### src/hw/rtl/spit_pkg.sv
// Shared types and constants for the segment pair intersection test.
// Used by spit_term, spit_sum and segment_pair_intersect_test_core.
package spit_pkg;

   // Coordinate format: signed, with FRAC_BITS fractional bits.
   localparam int COORD_BITS = 32;
   localparam int FRAC_BITS  = 16;
   localparam int TOL_BITS   = 31;

   // Operand of a determinant term: a coordinate or a coordinate difference.
   localparam int OP_W   = COORD_BITS + 1;
   // Product of two operands, and the low/high split used for the third factor.
   localparam int PROD_W = 2 * OP_W;
   localparam int SPLIT  = OP_W;
   // Exact determinant: six triple products of OP_W-bit values.
   localparam int DET_W  = 3 * OP_W + 1;
   localparam int SCALE  = 2 * FRAC_BITS;
   localparam int SHIFT_W = DET_W - SCALE;

   localparam int TERMS = 6;
   localparam int DETS  = 5;

   // Result codes.
   localparam logic [1:0] VERDICT_MISS  = 2'd0;
   localparam logic [1:0] VERDICT_HIT   = 2'd1;
   localparam logic [1:0] VERDICT_DEGEN = 2'd2;

   // Register map.
   localparam int         ADDR_W        = 3;
   localparam logic [ADDR_W-1:0] ADDR_TOLERANCE = 3'd0;
   localparam logic [TOL_BITS-1:0] TOLERANCE_RESET = 31'd66;

   typedef logic signed [COORD_BITS-1:0] coord_type;
   typedef logic signed [OP_W-1:0]       op_type;
   typedef logic signed [DET_W-1:0]      det_type;

   typedef struct packed {
      coord_type p1_x;
      coord_type p1_y;
      coord_type p1_z;
      coord_type p2_x;
      coord_type p2_y;
      coord_type p2_z;
      coord_type q1_x;
      coord_type q1_y;
      coord_type q1_z;
      coord_type q2_x;
      coord_type q2_y;
      coord_type q2_z;
   } seg_pair_type;

   typedef struct packed {
      logic [1:0] verdict;
      logic       coplanar;
   } result_type;

   typedef struct packed {
      op_type x;
      op_type y;
      op_type z;
   } vec_type;

   // Stage enables for the multiply stages and for the sum stages.
   typedef struct packed {
      logic b;
      logic c;
      logic d;
   } term_en_type;

   typedef struct packed {
      logic e;
      logic f;
   } sum_en_type;

endpackage

### src/hw/rtl/spit_sum.sv
// Sums six triple products into one exact determinant over two stages.
// Depends on spit_pkg; terms 0..2 are added and terms 3..5 subtracted.
module spit_sum (
   input  logic                clock,
   input  spit_pkg::sum_en_type en,
   input  spit_pkg::det_type   term [spit_pkg::TERMS],
   output spit_pkg::det_type   det
);
   import spit_pkg::*;

   det_type s0_ff, s1_ff, s2_ff;
   det_type s0_in, s1_in, s2_in;
   det_type det_ff, det_in;

   // Pair each positive term with a negative one.
   assign s0_in = term[0] - term[3];
   assign s1_in = term[1] - term[4];
   assign s2_in = term[2] - term[5];

   assign det_in = s0_ff + s1_ff + s2_ff;

   always_ff @(posedge clock) begin
      if (en.e) begin
         s0_ff <= s0_in;
         s1_ff <= s1_in;
         s2_ff <= s2_in;
      end
      if (en.f) begin
         det_ff <= det_in;
      end
   end

   assign det = det_ff;

endmodule

### config.mk
export PLATFORM = sky130hd
export DESIGN_NAME = spit_sum
export DESIGN_NICKNAME = d
export VERILOG_FILES = /design/src/hw/rtl/spit_pkg.sv /design/src/hw/rtl/spit_sum.sv
export SDC_FILE = /design/constraint.sdc
export NUM_CORES = 1
export LEC_CHECK = 0
export BUFFER_PORTS_ARGS = -buffer_cell sky130_fd_sc_hd__buf_2
export CORE_MARGIN = 2
export CORE_UTILIZATION = 46
export DETAILED_ROUTE_END_ITERATION = 8
export GPL_ROUTABILITY_DRIVEN = 0
export GPL_TIMING_DRIVEN = 0
export HOLD_SLACK_MARGIN = 0.08
export MAX_ROUTING_LAYER = met4
export PLACE_DENSITY_LB_ADDON = 0.3
export SKIP_CTS_REPAIR_TIMING = 1
export SLEW_MARGIN = 25
export SYNTH_ARGS = -nofsm -noshare
export SYNTH_HDL_FRONTEND = slang
export SYNTH_SLANG_ARGS = --single-unit
export TNS_END_PERCENT = 5
### constraint.sdc
create_clock -name clock -period 6.9 [get_ports clock]
set_input_delay 0.69 -clock clock [delete_from_list [all_inputs] [get_ports clock]]
set_output_delay 0.69 -clock clock [all_outputs]
set_load 0.01 [all_outputs]
==> flow_summary.json <==
{
  "relSlewSlack_pct": 32.1,
  "final_common_cell": "buf_2",
  "placed_cell_area_sq_um": 44300,
  "syn_to_final_growth_pct": 17.4,
  "worst_slew_pin_slew_ns": 1.01,
  "fin_tns_setup_ns": 0,
  "multi_input_area_sq_um": 25000,
  "fin_nets": 6262,
  "vias": 37200,
  "final_antenna_net_count": 0,
  "end_kind": "flip-flop",
  "die_h_um": 296,
  "async_flop_share_pct": 0,
  "portBuffers": 702,
  "finalHoldViolCount": 0,
  "maxCapViolCount": 0,
  "ff2ff_path_depth": 14,
  "clk_pin_slew_ns": 0.06,
  "synth_cell_types": 95,
  "cts_tree": "done",
  "status": "completed",
  "start_util_pct": 46.2,
  "grt_pass1_wl_um": 200000,
  "syn_area_per_cell_sq_um": 8.91,
  "remaining_drc_errors": 0,
  "core_area_sq_um": 84900,
  "setup_viol": 0,
  "final_cells": 6353,
  "antenna_found_initial": 11,
  "syn_nets": 5505,
  "fillers": 7890,
  "critPathLaunchType": "flip-flop",
  "synth-seq-cells": 400,
  "cp.required_ns": 7.22,
  "layout-drive-gt1-share_pct": 17.0,
  "maxSlewViolCount": 0,
  "seq_area_sq_um": 12000,
  "routed_wl_um": 137000,
  "arrival_ns": 5.42,
  "dieArea_sq_um": 87700,
  "fin_area_sq_um": 46100,
  "drtIter0Drc": 3495,
  "setup_ws_ns": 1.81,
  "hpwl_um": 116000,
  "cts.sinks": 400,
  "power.total_mw": 14.7,
  "synth-edff-count": 400,
  "die_w_um": 296,
  "hp-class": "in -> reg",
  "min_period_ns": 5.09,
  "ios": 703,
  "numCtsBuffers": 49,
  "rows": 107,
  "grt_pass1_vias": 34500,
  "seq_area_frac_synth_pct": 30.6,
  "fmax_mhz": 196,
  "grt.total_usage_pct": 30.8,
  "worstSkewPairLatency_ns": 0.60,
  "cts_root_buffer": "clkbuf_16",
  "placed_cells_incl_taps": 6254,
  "synth_warnings": 0,
  "critPathMaxFanout": 5,
  "worstHoldPathCells": 3,
  "dr.pass1.iters": 6,
  "cts_buffer_depth": 3,
  "htree_levels": 2,
  "fin_crit_sh_pct": 73.8,
  "ys.flop_type": "edfxtp_1",
  "grt_max_degree": 95,
  "postSynthCellCount": 4404,
  "powerDensity_nw_per_um2": 319,
  "rsz0062_at_grt": "no",
  "dp_slack_ns": 1.50,
  "critPathKind": "reg -> reg",
  "clock_skew_ns": 0.0313,
  "ir_drop_mv": 0.224,
  "synth.cell_area_sq_um": 39200,
  "wl_per_cell_um": 21.6,
  "final_cell_mix": "buf_2 (712), a21oi_1 (531), inv_1 (427)",
  "vias_per_cell": 5.85,
  "gr-total-overflow": 0,
  "leakage_nw": 20.8
}
critical path, stage by stage, from the launching register on:
cell and delay [ns]:
edfxtp_1 0.41, fa_1 0.54, ha_1 0.38, a21oi_1 0.16, nor2b_1 0.07, a311oi_2 0.46, a21oi_1 0.25, a221oi_1 0.66
o31a_1 0.36, o21ai_1 0.23, a21oi_1 0.42, o21ai_0 0.23, a21oi_1 0.32, o21ai_0 0.16, xor2_1 0.15
path summary, 6_finish.rpt:
kind         startpoint   endpoint  slack (ns)
max            s0_ff[4]    det[96]        1.81
min           term[499]  s1_ff[99]        0.51
max reg2reg    s0_ff[4]    det[96]        1.81
min reg2reg    s2_ff[1]     det[1]        0.70
routing by layer:
layer / part of all wire [%] / vias up / global-route usage [%]
li1: - / 17500 / -
met5: 0 / - / -
met2: 44 / 1969 / 47.2
met1: 42 / 17400 / 41.1
met3: 10 / 299 / 5.65
met4: 3.7 / 0 / 10.3
cells in the mapped netlist, types with 102 or more instances:
master	instances	share of area, %
a21oi_1	531	6.8
ha_1	395	13
edfxtp_1	400	31
clkbuf_1	156	1.5
xor2_1	148	3.3
inv_1	427	4.1
nand4_1	152	2.4
o21bai_1	102	2.0
xnor2_1	233	5.2
o21ai_0	254	3.2
nor2_1	256	2.4
nand2_1	307	2.9
fa_1	103	5.3
a21o_1	233	4.5
metrics by stage:
| step | util, % | hold slack (ns) |
|---|---|---|
| detailed placement | 52.2 | 0.714 |
| finish | 54.3 | 0.507 |
| CTS | 54.3 | 0.469 |
| global placement | 52.1 | 0.689 |
| floorplan | - | 0.680 |
| global route | 54.3 | 0.497 |
flip-flops by register name (all words and copies together), names as in the netlist:
| register | cells |
|---|---|
| s0_ff | 100 |
| det | 100 |
| s2_ff | 100 |
| s1_ff | 100 |
cell type report:
class / count / share of cell area (%)
Antenna cell: 8 / 0.0435
Buffer: 171 / 1.43
Clock buffer: 52 / 2.73
Clock inverter: 39 / 1.03
Inverter: 427 / 3.48
Multi-Input combinational cell: 3406 / 54.2
Sequential cell: 400 / 26.1
Tap cell: 1144 / 3.11
Timing Repair Buffer: 706 / 7.90
power by group:
| group | internal [mW] | switching (mW) | total, mW | leakage, nW |
|---|---|---|---|---|
| sequential | 3.73 | 0.395 | 4.12 | 3.92 |
| clock | 1.67 | 1.09 | 2.76 | 0.848 |
| combinational | 3.03 | 4.80 | 7.83 | 16.0 |
cell families after synthesis:
kind of cell	Yosys count	synth area share, %
mux	1	0.0255
simple gates	1070	13.3
compound gates	1456	24.0
xor+xnor	381	8.50
buf+inv	598	5.76
fa+ha+maj	498	17.8
flops	400	30.6
(Power assumes the default switching activity.)
